[config.mk]
export PLATFORM = sky130hd
export DESIGN_NAME = pid_cfg
export DESIGN_NICKNAME = d
export VERILOG_FILES = /design/src/hdl/pid_pkg.sv /design/src/hdl/pid_cfg.sv
export SDC_FILE = /design/constraint.sdc
export NUM_CORES = 1
export LEC_CHECK = 0
export BUFFER_PORTS_ARGS = -buffer_cell sky130_fd_sc_hd__clkbuf_2
export CORE_MARGIN = 2
export CORE_UTILIZATION = 51
export DETAILED_ROUTE_END_ITERATION = 8
export GPL_TIMING_DRIVEN = 1
export PLACE_DENSITY = 0.8
export SYNTH_ARGS = -nofsm -noshare
export SYNTH_HDL_FRONTEND = slang
export SYNTH_SLANG_ARGS = --single-unit
[constraint.sdc]
create_clock -name clk -period 1.3 [get_ports clk]
set_input_delay 0.065 -clock clk [delete_from_list [all_inputs] [get_ports clk]]
set_output_delay 0.065 -clock clk [all_outputs]
set_load 0.005 [all_outputs]
[src/hdl/pid_pkg.sv]
`default_nettype none

package pid_pkg;

  // Field formats
  localparam int SIG_W      = 16;               // Q4.12 signal
  localparam int COEF_W     = 32;               // Q2.30 coefficient
  localparam int STATE_W    = 40;               // accumulator, 28 fraction bits
  localparam int SIG_FRAC   = SIG_W - 4;
  localparam int COEF_FRAC  = COEF_W - 2;
  localparam int STATE_FRAC = STATE_W - 12;

  // Derived widths
  localparam int ERR_W      = SIG_W + 1;
  localparam int ESUM_W     = SIG_W + 2;
  localparam int SC_SHIFT   = SIG_FRAC + COEF_FRAC - STATE_FRAC;
  localparam int LIM_SHIFT  = STATE_FRAC - SIG_FRAC;
  localparam int P_FULL_W   = COEF_W + ERR_W;
  localparam int I_FULL_W   = COEF_W + ESUM_W;
  localparam int D_FULL_W   = COEF_W + ERR_W;
  localparam int P_W        = P_FULL_W - SC_SHIFT;
  localparam int I_TERM_W   = I_FULL_W - SC_SHIFT;
  localparam int D_TERM_W   = D_FULL_W - SC_SHIFT;
  localparam int ISUM_W     = STATE_W + 1;
  localparam int PD_FULL_W  = COEF_W + STATE_W;
  localparam int PD_W       = PD_FULL_W - COEF_FRAC;
  localparam int DSUM_W     = PD_W + 1;
  localparam int U_W        = STATE_W + 2;

  // Configuration port
  localparam int CFG_IDX_W  = 3;

  typedef enum logic [CFG_IDX_W-1:0] {
    CFG_PROP_GAIN  = 3'd0,
    CFG_INTEG_GAIN = 3'd1,
    CFG_DERIV_POLE = 3'd2,
    CFG_DERIV_GAIN = 3'd3,
    CFG_OUT_MIN    = 3'd4,
    CFG_OUT_MAX    = 3'd5
  } pid_cfg_idx_t;

  localparam logic signed [COEF_W-1:0] PROP_GAIN_RST  = 32'sd1073741824;
  localparam logic signed [COEF_W-1:0] INTEG_GAIN_RST = 32'sd268435;
  localparam logic signed [COEF_W-1:0] DERIV_POLE_RST = 32'sd991146299;
  localparam logic signed [COEF_W-1:0] DERIV_GAIN_RST = 32'sd1651910498;
  localparam logic signed [SIG_W-1:0]  OUT_MIN_RST    = -16'sd4096;
  localparam logic signed [SIG_W-1:0]  OUT_MAX_RST    = 16'sd4096;

  typedef struct packed {
    logic signed [COEF_W-1:0] prop_gain;
    logic signed [COEF_W-1:0] integ_gain_half_period;
    logic signed [COEF_W-1:0] deriv_pole;
    logic signed [COEF_W-1:0] deriv_gain;
    logic signed [SIG_W-1:0]  out_min;
    logic signed [SIG_W-1:0]  out_max;
  } pid_cfg_t;

  // Differences formed at the input register
  typedef struct packed {
    logic                     mode;
    logic                     err_pos;
    logic                     err_neg;
    logic signed [ERR_W-1:0]  err;
    logic signed [ESUM_W-1:0] err_sum;
    logic signed [ERR_W-1:0]  meas_diff;
  } pid_diff_t;

  // Scaled products, state format
  typedef struct packed {
    logic                       mode;
    logic                       err_pos;
    logic                       err_neg;
    logic signed [P_W-1:0]      p_term;
    logic signed [I_TERM_W-1:0] i_term;
    logic signed [D_TERM_W-1:0] d_term;
  } pid_term_t;

endpackage

`default_nettype wire

[src/hdl/pid_cfg.sv]
`default_nettype none

module pid_cfg import pid_pkg::*; (
  input  logic                 clk,
  input  logic                 rst,
  input  logic                 cfg_wr_en,
  input  logic [CFG_IDX_W-1:0] cfg_index,
  input  logic [COEF_W-1:0]    cfg_wdata,
  output pid_cfg_t             cfg
);

  // Write one register per transfer; unknown indexes are dropped
  always_ff @(posedge clk) begin
    if (rst) begin
      cfg.prop_gain              <= PROP_GAIN_RST;
      cfg.integ_gain_half_period <= INTEG_GAIN_RST;
      cfg.deriv_pole             <= DERIV_POLE_RST;
      cfg.deriv_gain             <= DERIV_GAIN_RST;
      cfg.out_min                <= OUT_MIN_RST;
      cfg.out_max                <= OUT_MAX_RST;
    end else if (cfg_wr_en) begin
      case (cfg_index)
        CFG_PROP_GAIN:  cfg.prop_gain              <= cfg_wdata;
        CFG_INTEG_GAIN: cfg.integ_gain_half_period <= cfg_wdata;
        CFG_DERIV_POLE: cfg.deriv_pole             <= cfg_wdata;
        CFG_DERIV_GAIN: cfg.deriv_gain             <= cfg_wdata;
        CFG_OUT_MIN:    cfg.out_min                <= cfg_wdata[SIG_W-1:0];
        CFG_OUT_MAX:    cfg.out_max                <= cfg_wdata[SIG_W-1:0];
        default: ;
      endcase
    end
  end

endmodule

`default_nettype wire

Word-level counts from Yosys, hierarchy flattened:

Index checks and enable logic that the tools add are counted.
W data, S select, Z words.

* register bits: 160
* bits in latches: 0
* bits in writable memories: 0
* ROM bits: 0
* bits of input ports: 38
* output and inout bits: 160
* logic and storage cells: 18
* memories kept: 0

* add/subtract/negate cells: 0
* multipliers: 0
* divide/modulo/power cells: 0
* $lt $le $gt $ge: 0
* equality and inequality tests: 5
* shift operators: 0
* muxes and demuxes: 0
* bitwise gates (word level): 0
* reduce and logical (&&, ||, !) cells: 7

Operators by type and width (number)
* $reduce_and A2 Y1: 6
* $eq A3 B2 Y1 const B: 2
* $eq A3 B3 Y1 const B: 2
* $eq A3 B1 Y1 const B: 1
* $logic_not A3 Y1: 1

Logic depth before layout (Yosys ltp):

Gate-level depths: netlist of run 1.

* depth in word-level cells: 2
* depth in mapped cells: 5
* gate-level depth less buffers: 2

Least setup slack after synthesis of run 1:

Ideal clock, no wire load.

* kind: input-to-reg
* start: input cfg_index[0]
* end: register cfg[158] in the netlist's numbering
* library setup time: 0.121 ns
* arrival: 1.056 ns
* data required time: 1.179 ns
* slack: 0.123 ns
* cell stages on the path: 5
* buffers on the path: 3
* path through: buf_6 or4b_1 buf_2 buf_6 mux2i_1

* word-level cells in the longest chain between the ends: 2

RTL lines
* from (decl): line pid_cfg.sv:7 `input logic [CFG_IDX_W-1:0] cfg_index,`
* $logic_not A3 Y1: line pid_cfg.sv:22 `case (cfg_index)`
* $reduce_and A2 Y1 (no line)
* to (decl): line pid_cfg.sv:9 `output pid_cfg_t cfg`

Every way passes these cells.
A chain may end at the register's enable or synchronous reset.

Final worst setup path of run 1:

* start: register cfg[126] in the netlist's numbering
* end: output cfg[126] in the netlist's numbering

No word-level cell between the ends.

==> flow_metrics.py, run 1 <==
metrics = {
    "timing": {
        "drv_slew": 0,
        "tightestPinTransition_ns": 0.369,
        "fmax_ghz": 0.998,
        "final.min_clock_period_ns": 1.00,
        "setup_tns_ns": 0,
        "rsz0062_at_grt": "false",
        "hold_ws_ns": 0.0691,
        "relSlewSlack": 0.754,
        "setup_violations": 0,
        "period_share": 0.771,
        "hold_violations": 0,
        "clock_skew_ns": 0,
    },
    "worst_setup_path": {
        "critPathSlowestCell": "dfxtp_1",
        "crit_cells": 1,
        "crit_fanout": 2,
        "timing.rr.end": "cfg[126]",
        "critPathLaunch": "cfg[126]",
        "r2r_slack_ns": 0.57,
        "r2r-start": "cfg[126]",
        "endpoint": "cfg[126]",
        "rr_worst_depth": 2,
        "crit_type": "reg2out",
        "cp-start-kind": "register",
        "endpoint_kind": "primary output",
        "required_ns": 1.24,
        "path_cells": "clkbuf_2",
        "timing.critical_path.buf_inv": 1,
        "max_stage_delay_ns": 0.38,
        "critPathTopFamily": "flip-flops",
        "worstPathArrival_ns": 0.94,
    },
    "detailed_routing": {
        "post-route-drc-count": 0,
        "drtAntennaViolNets": 0,
        "via_per_inst": 4.97,
        "firstDrtPassIters": 4,
        "route.met3.wl_um": 965,
        "first_iter_violations": 244,
        "post_drt_wl_per_cell_um": 16.1,
        "wl_mm": 16.0,
        "drt-met1-wl_mm": 6.56,
        "dr_total_vias": 4950,
        "maxUsedRoutingLayer": "met4",
        "met2_wirelength_mm": 8.02,
    },
    "yosys": {
        "syn_avg_cell_area_sq_um": 10.6,
        "synth_seq_area_share": 0.508,
        "synth_cell_types": 15,
        "synth_top_area_share": 0.508,
        "synthAdderAreaFrac": 0,
        "yosysWarnings": 0,
        "synth_compound_area_frac": 0,
        "synth_area_leaders": "dfxtp_1 (51%), mux2i_1 (25%), nand2b_1 (15%), nor2_1 (4.3%), clkbuf_1 (1.5%)",
        "synth_top_family_by_area": "multiplexers",
        "yosysTopAreaCell": "dfxtp_1",
        "synth_simple_gate_area_frac": 0.205,
        "syn-num-nets": 632,
        "syn_area_sq_mm": 0.00631,
        "synthXorXnorAreaFrac": 0,
        "synthMuxAreaShare": 0.254,
        "syn_inst": 594,
        "synth_seq_cells": 160,
    },
    "finish": {
        "drive_gt1_frac": 0.301,
        "final_cell_mix": "clkbuf_2 (196), mux2i_1 (160), dfxtp_1 (160)",
        "largest-register": "cfg",
        "final_common_cell": "clkbuf_2",
        "syn_to_final_growth_pct": 34.3,
        "antenna_cells": 0,
        "fin_util": 0.703,
        "nNetsFinal": 852,
        "n_fill_cell": 882,
        "instances_no_fill": 995,
        "largestRegisters": "cfg x160",
        "largest_reg_flops": 160,
    },
    "flow_run": {
        "cap_violations": 0,
    },
    "global_routing": {
        "grt_pass1_wl_mm": 25.1,
        "antenna_found_initial": 0,
        "grt_pass1_vias": 5069,
        "grt_usage": 0.247,
        "grt_max_degree": 90,
        "gr-total-overflow": 0,
    },
    "clocking": {
        "clk_latency_ns": 0.42,
        "cts-buffers-inserted": 17,
        "cts_setup_buffers": 0,
        "ctsResizeCount": 0,
        "cts_tree": "built",
        "cts_max_level": 4,
        "clkTransAtPathRegs_ns": 0.06,
        "cts.sinks": 160,
        "cts_buffer_depth": 2,
        "ctsHoldBuffers": 31,
        "ctsRootBufferMaster": "clkbuf_16",
    },
    "place": {
        "dp_cells": 932,
        "routabilityCongestion": 0.781,
        "hpwlAfterDp_mm": 11.1,
        "port_buffers": 197,
    },
    "floorplan": {
        "dieWidth_um": 115,
        "start_util": 0.523,
        "rows": 40,
        "dieArea_sq_mm": 0.0133,
        "ioPinCount": 198,
        "coreArea_sq_mm": 0.0121,
        "die_h_um": 115,
    },
    "power": {
        "pwr_density_cell_mw_per_mm2": 1290,
        "finalPower_mw": 11.0,
        "ir_drop_mv": 0.850,
        "leakage_nw": 4.15,
    },
    "hold_path": {
        "hp-class": "in2reg",
        "holdCritStartpoint": "cfg_wdata[2]",
    },
    "status": {
        "status": "completed",
    },
}
[report_power, final]
group          total [mW]  switching [mW]  internal, mW
registers            5.08          0.0620          5.01
clock network        5.08            1.93          3.15
logic               0.809           0.395         0.413
total                11.0            2.39          8.58
[cell type report]
class                      count  area [sq um]  share of cell area
sequential                   160          3200               0.378
multi-input combinational    389          2920               0.345
timing repair buffer         246          1530               0.181
clock buffer                  21           470              0.0555
tap                          168           210              0.0248
clock inverter                11           136              0.0161
[Yosys cell counts]
master / number
and4b_1: 1
and4bb_1: 1
buf_2: 15
buf_4: 3
buf_6: 2
clkbuf_1: 25
dfxtp_1: 160
mux2i_1: 160
nand2b_1: 147
nand4b_1: 2
nand4bb_1: 3
nor2_1: 72
nor4b_1: 1
nor4bb_1: 1
or4b_1: 1
[per-stage QoR]
stage | worst slack [ns] | cell area, sq um
CTS | 0.299 | 8470
global route | 0.266 | 8470
floorplan | 0.123 | 6310
finish | 0.298 | 8470
detailed placement | 0.00548 | 7560
global placement | 0.0619 | 7560
[worst min path at each step]
| stage | to | slack [ns] | depth (start not counted) |
|---|---|---|---|
| final | cfg[66] | 0.07 | 3 |
| after global routing | cfg[98] | 0.09 | 3 |
| after CTS | cfg[66] | 0.06 | 3 |
| after detailed placement | cfg[30] | 0.36 | 3 |
| after global placement | cfg[30] | 0.34 | 3 |
| after floorplan | cfg[30] | 0.23 | 2 |
[logic make-up after synthesis]
kind of cell / count (synthesis)
buf+inv: 45
flops: 160
mux: 160
simple gates: 229
[routing by layer]
metal / track usage / up-vias
li1: - / 2400
met1: 0.277 / 2357
met4: 0.129 / 0
met3: 0.0812 / 41
met5: 0 / -
met2: 0.417 / 152
[tightest hold or removal path: stages]
cell and delay [ns]:
clkbuf_2 0.08, nand2b_1 0.19, mux2i_1 0.10
Note: power is estimated with default switching activity, not from simulation.
==> inputs of run 2 (changes only) <==
- CORE_UTILIZATION: 51 -> 46
- PLACE_DENSITY: 0.8 -> 0.76
- clock period: 1.3 -> 0.9 ns (I/O delays scaled with it)
==> flow_metrics.py, run 2 (synthesis gave the netlist of run 1 again) <==
metrics = {
    "finish": {
        "instances_no_fill": 1078,
        "largest_reg_flops": 160,
        "antenna_cells": 0,
        "final_cell_mix": "mux2i_1 (160), dfxtp_2 (160), nand2b_1 (147)",
        "final_area_sq_mm": 0.00968,
        "nNetsFinal": 928,
        "largestRegisters": "cfg x160",
        "syn_to_final_growth_pct": 53.4,
        "largest-register": "cfg",
        "drive_gt1_frac": 0.534,
    },
    "clocking": {
        "cts_buffer_depth": 2,
        "ctsRootBufferMaster": "clkbuf_16",
        "cts.sinks": 160,
        "cts_max_level": 4,
        "cts-buffers-inserted": 17,
        "clk_latency_ns": 0.41,
        "clkTransAtPathRegs_ns": 0.06,
        "cts_tree": "built",
    },
    "global_routing": {
        "grt_usage": 0.239,
        "grt_pass1_vias": 5333,
        "antenna_found_initial": 0,
        "grt_max_degree": 49,
        "grt_pass1_wl_mm": 27.1,
        "gr-total-overflow": 0,
    },
    "detailed_routing": {
        "post-route-drc-count": 0,
        "dr_total_vias": 5365,
        "drtAntennaViolNets": 0,
        "wl_mm": 18.5,
        "first_iter_violations": 235,
        "post_drt_wl_per_cell_um": 17.1,
        "via_per_inst": 4.98,
        "firstDrtPassIters": 5,
    },
    "timing": {
        "hold_ws_ns": 0.0524,
        "tightestPinTransition_ns": 0.336,
        "hold_violations": 0,
        "drv_slew": 0,
        "final.min_clock_period_ns": 0.926,
        "worst_slack_ns": -0.0262,
        "relSlewSlack": 0.776,
        "fmax_ghz": 1.08,
        "setup_violations": 53,
        "rsz0062_at_grt": "true",
        "period_share": 1.03,
        "clock_skew_ns": 0,
    },
    "worst_setup_path": {
        "required_ns": 0.85,
        "critPathTopFamily": "flip-flops",
        "endpoint_kind": "primary output",
        "crit_fanout": 2,
        "path_cells": "clkbuf_2",
        "crit_type": "reg2out",
        "cp-start-kind": "register",
        "max_stage_delay_ns": 0.35,
        "critPathLaunch": "cfg[74]",
        "critPathSlowestCell": "dfxtp_2",
        "worstPathArrival_ns": 0.88,
        "r2r-start": "cfg[118]",
        "rr_worst_depth": 4,
        "timing.critical_path.buf_inv": 1,
        "crit_cells": 1,
    },
    "hold_path": {
        "hp-class": "in2reg",
        "hold_depth": 3,
        "holdCritStartpoint": "cfg_wdata[2]",
    },
    "floorplan": {
        "dieArea_sq_mm": 0.0147,
        "dieWidth_um": 121,
        "rows": 42,
        "start_util": 0.475,
        "die_h_um": 121,
        "coreArea_sq_mm": 0.0133,
        "ioPinCount": 198,
    },
    "power": {
        "leakage_nw": 4.71,
        "finalPower_mw": 16.0,
        "ir_drop_mv": 1.12,
        "pwr_density_cell_mw_per_mm2": 1650,
    },
    "status": {
        "violations": "negative setup slack",
        "status": "finished, violations left",
    },
    "place": {
        "routabilityCongestion": 0.802,
        "placed_area_sq_mm": 0.00773,
        "hpwlAfterDp_mm": 11.7,
        "dp_cells": 954,
        "port_buffers": 197,
        "place_ws_ns": -0.426,
    },
    "flow_run": {
        "cap_violations": 0,
    },
}
==> run 2: what timing repair did <==
item	CTS	global route
endpoints found under the setup margin	160	172
hold buffers	31	0
hold endpoints to repair	122	0
setup buffers	29	33
gates cloned	0	0
resized for setup	160	107
==> run 2: per-stage QoR <==
stage | setup TNS, ns | util
6_report | -0.348 | 0.728
5_1_grt | -4.35 | 0.728
4_1_cts | -2.92 | 0.681
3_5_place_dp | -37.11 | 0.582
3_3_place_gp | -29.72 | 0.582
2_1_floorplan | -4.88 | -
==> run 2: metal layers <==
metal	share of wire	global-route usage	routed length, um	vias up
met5	0	0	0	-
met4	0.033	0.0941	607	0
met3	0.059	0.0597	1100	45
met2	0.52	0.425	9530	184
met1	0.39	0.275	7240	2583
li1	-	-	-	2553
==> run 2: final cells by class <==
type	count	area [sq um]
sequential	160	3400
clock inverter	5	75.1
fill	896	3610
timing repair buffer	322	2540
multi-input combinational	389	2930
tap	176	220
clock buffer	26	519
==> run 2: path summary, 6_finish.rpt <==
check	end	slack [ns]
setup / recovery	cfg[74]	-0.03
hold / removal	cfg[66]	0.05
setup reg to reg	cfg[118]	0.07
hold reg to reg	cfg[95]	0.47
==> run 2: power by group <==
group / switching [mW] / internal, mW / total (mW) / leakage, nW
combinational: 0.635 / 0.787 / 1.42 / 3.08
clock: 2.70 / 4.50 / 7.21 / 0.296
sequential: 0.104 / 7.27 / 7.38 / 1.33
==> run 2: tightest hold or removal path, stage by stage <==
cell and delay, ns:
clkbuf_2 0.08, nand2b_1 0.20, mux2i_1 0.10
==> inputs of run 3 (changes only) <==
- RECOVER_POWER: default -> 25
==> flow_metrics.py, run 3 (synthesis gave the netlist of run 1 again) <==
metrics = {
    "detailed_routing": {
        "drtAntennaViolNets": 0,
        "post_drt_wl_per_cell_um": 17.1,
        "via_per_inst": 4.95,
        "first_iter_violations": 225,
        "firstDrtPassIters": 4,
        "wl_mm": 18.5,
        "dr_total_vias": 5337,
        "post-route-drc-count": 0,
    },
    "worst_setup_path": {
        "crit_type": "reg2out",
        "path_cells": "clkbuf_2",
        "cp-start-kind": "register",
        "crit_fanout": 2,
        "critPathSlowestCell": "dfxtp_2",
        "critPathLaunch": "cfg[74]",
        "required_ns": 0.85,
        "critPathTopFamily": "flip-flops",
        "worstPathArrival_ns": 0.88,
        "r2r_slack_ns": 0.07,
        "timing.critical_path.buf_inv": 1,
        "r2r-start": "cfg[118]",
        "endpoint_kind": "primary output",
        "max_stage_delay_ns": 0.35,
    },
    "global_routing": {
        "grt_max_degree": 49,
        "grt_pass1_wl_mm": 27.1,
        "antenna_found_initial": 0,
        "grt_usage": 0.239,
        "gr-total-overflow": 0,
        "grt_pass1_vias": 5333,
    },
    "finish": {
        "final_common_cell": "mux2i_1",
        "largest_reg_flops": 160,
        "n_fill_cell": 914,
        "nNetsFinal": 928,
        "antenna_cells": 0,
        "final_cell_mix": "mux2i_1 (160), dfxtp_2 (152), nand2b_1 (147)",
        "syn_to_final_growth_pct": 52.8,
        "drive_gt1_frac": 0.516,
        "largest-register": "cfg",
        "instances_no_fill": 1078,
        "largestRegisters": "cfg x160",
    },
    "clocking": {
        "cts.sinks": 160,
        "cts_tree": "built",
        "clk_latency_ns": 0.42,
        "clkTransAtPathRegs_ns": 0.06,
        "ctsRootBufferMaster": "clkbuf_16",
        "cts_max_level": 4,
        "cts_buffer_depth": 2,
        "cts-buffers-inserted": 17,
    },
    "status": {
        "violations": "negative setup slack",
        "status": "finished, violations left",
    },
    "floorplan": {
        "rows": 42,
        "dieWidth_um": 121,
        "ioPinCount": 198,
        "die_h_um": 121,
        "start_util": 0.475,
        "coreArea_sq_mm": 0.0133,
        "dieArea_sq_mm": 0.0147,
    },
    "timing": {
        "rsz0062_at_grt": "true",
        "period_share": 1.03,
        "relSlewSlack": 0.642,
        "drv_slew": 0,
        "hold_ws_ns": 0.0512,
        "setup_violations": 62,
        "clock_skew_ns": 0,
        "hold_violations": 0,
        "worst_slack_ns": -0.0272,
        "fmax_ghz": 1.08,
        "final.min_clock_period_ns": 0.927,
        "tightestPinTransition_ns": 0.536,
    },
    "place": {
        "dp_cells": 954,
        "port_buffers": 197,
        "hpwlAfterDp_mm": 11.7,
        "routabilityCongestion": 0.802,
    },
    "hold_path": {
        "holdCritStartpoint": "cfg_wdata[2]",
        "hp-class": "in2reg",
    },
    "power": {
        "ir_drop_mv": 1.12,
        "pwr_density_cell_mw_per_mm2": 1660,
        "finalPower_mw": 16.0,
        "leakage_nw": 4.67,
    },
    "flow_run": {
        "cap_violations": 0,
    },
}
## run 3: changes by cell type in the layout (fill, tap and decap cells not counted)
cell,previous run,this run
clkbuf_2,136,130
buf_12,13,12
dfxtp_2,160,152
dfxtp_1,0,8
buf_4,82,79
clkbuf_1,3,12
clkbuf_4,0,1
## run 3: area by class of cell
class,instances,area [sq um],area share
repair buffers,322,2500,0.260
clock inverters,5,75.1,0.00779
clock buffers,26,519,0.0539
well taps,176,220,0.0228
flip-flops and latches,160,3390,0.352
multi-input cells,389,2930,0.304
## run 3: report_power, final
group          internal [mW]  leakage [nW]  switching, mW
Clock                   4.50         0.296           2.71
Combinational          0.776          3.05          0.636
Sequential              7.27          1.33          0.104
## run 3: per-stage QoR
step / instance area [sq um] / worst slack [ns] / TNS [ns] / utilization
floorplan: 6370 / -0.220 / -4.88 / -
global placement: 7730 / -0.336 / -29.72 / 0.582
detailed placement: 7730 / -0.426 / -37.11 / 0.582
CTS: 9060 / -0.0431 / -2.92 / 0.681
global route: 9640 / -0.0455 / -4.60 / 0.725
finish: 9640 / -0.0272 / -0.434 / 0.725
## run 3: routing by layer
metal	vias up	GRT usage	routed length (um)	part of all wire
li1	2553	-	-	-
met1	2567	0.275	7310	0.40
met2	175	0.425	9530	0.52
met3	42	0.0597	1070	0.058
met4	0	0.0941	577	0.031
met5	-	0	0	0
## run 3: final timing paths
| path | depth (start not counted) | endpoint |
|---|---|---|
| max | 1 | cfg[74] |
| min | 3 | cfg[66] |
| max reg2reg | 4 | cfg[118] |
| min reg2reg | 2 | cfg[95] |
## run 3: repair_timing
item	in CTS	in global routing
gates resized for setup	160	107
endpoints found under the hold margin	122	0
buffers inserted	29	33
cloned	0	0
hold buffers	31	0
setup endpoints to repair	160	172
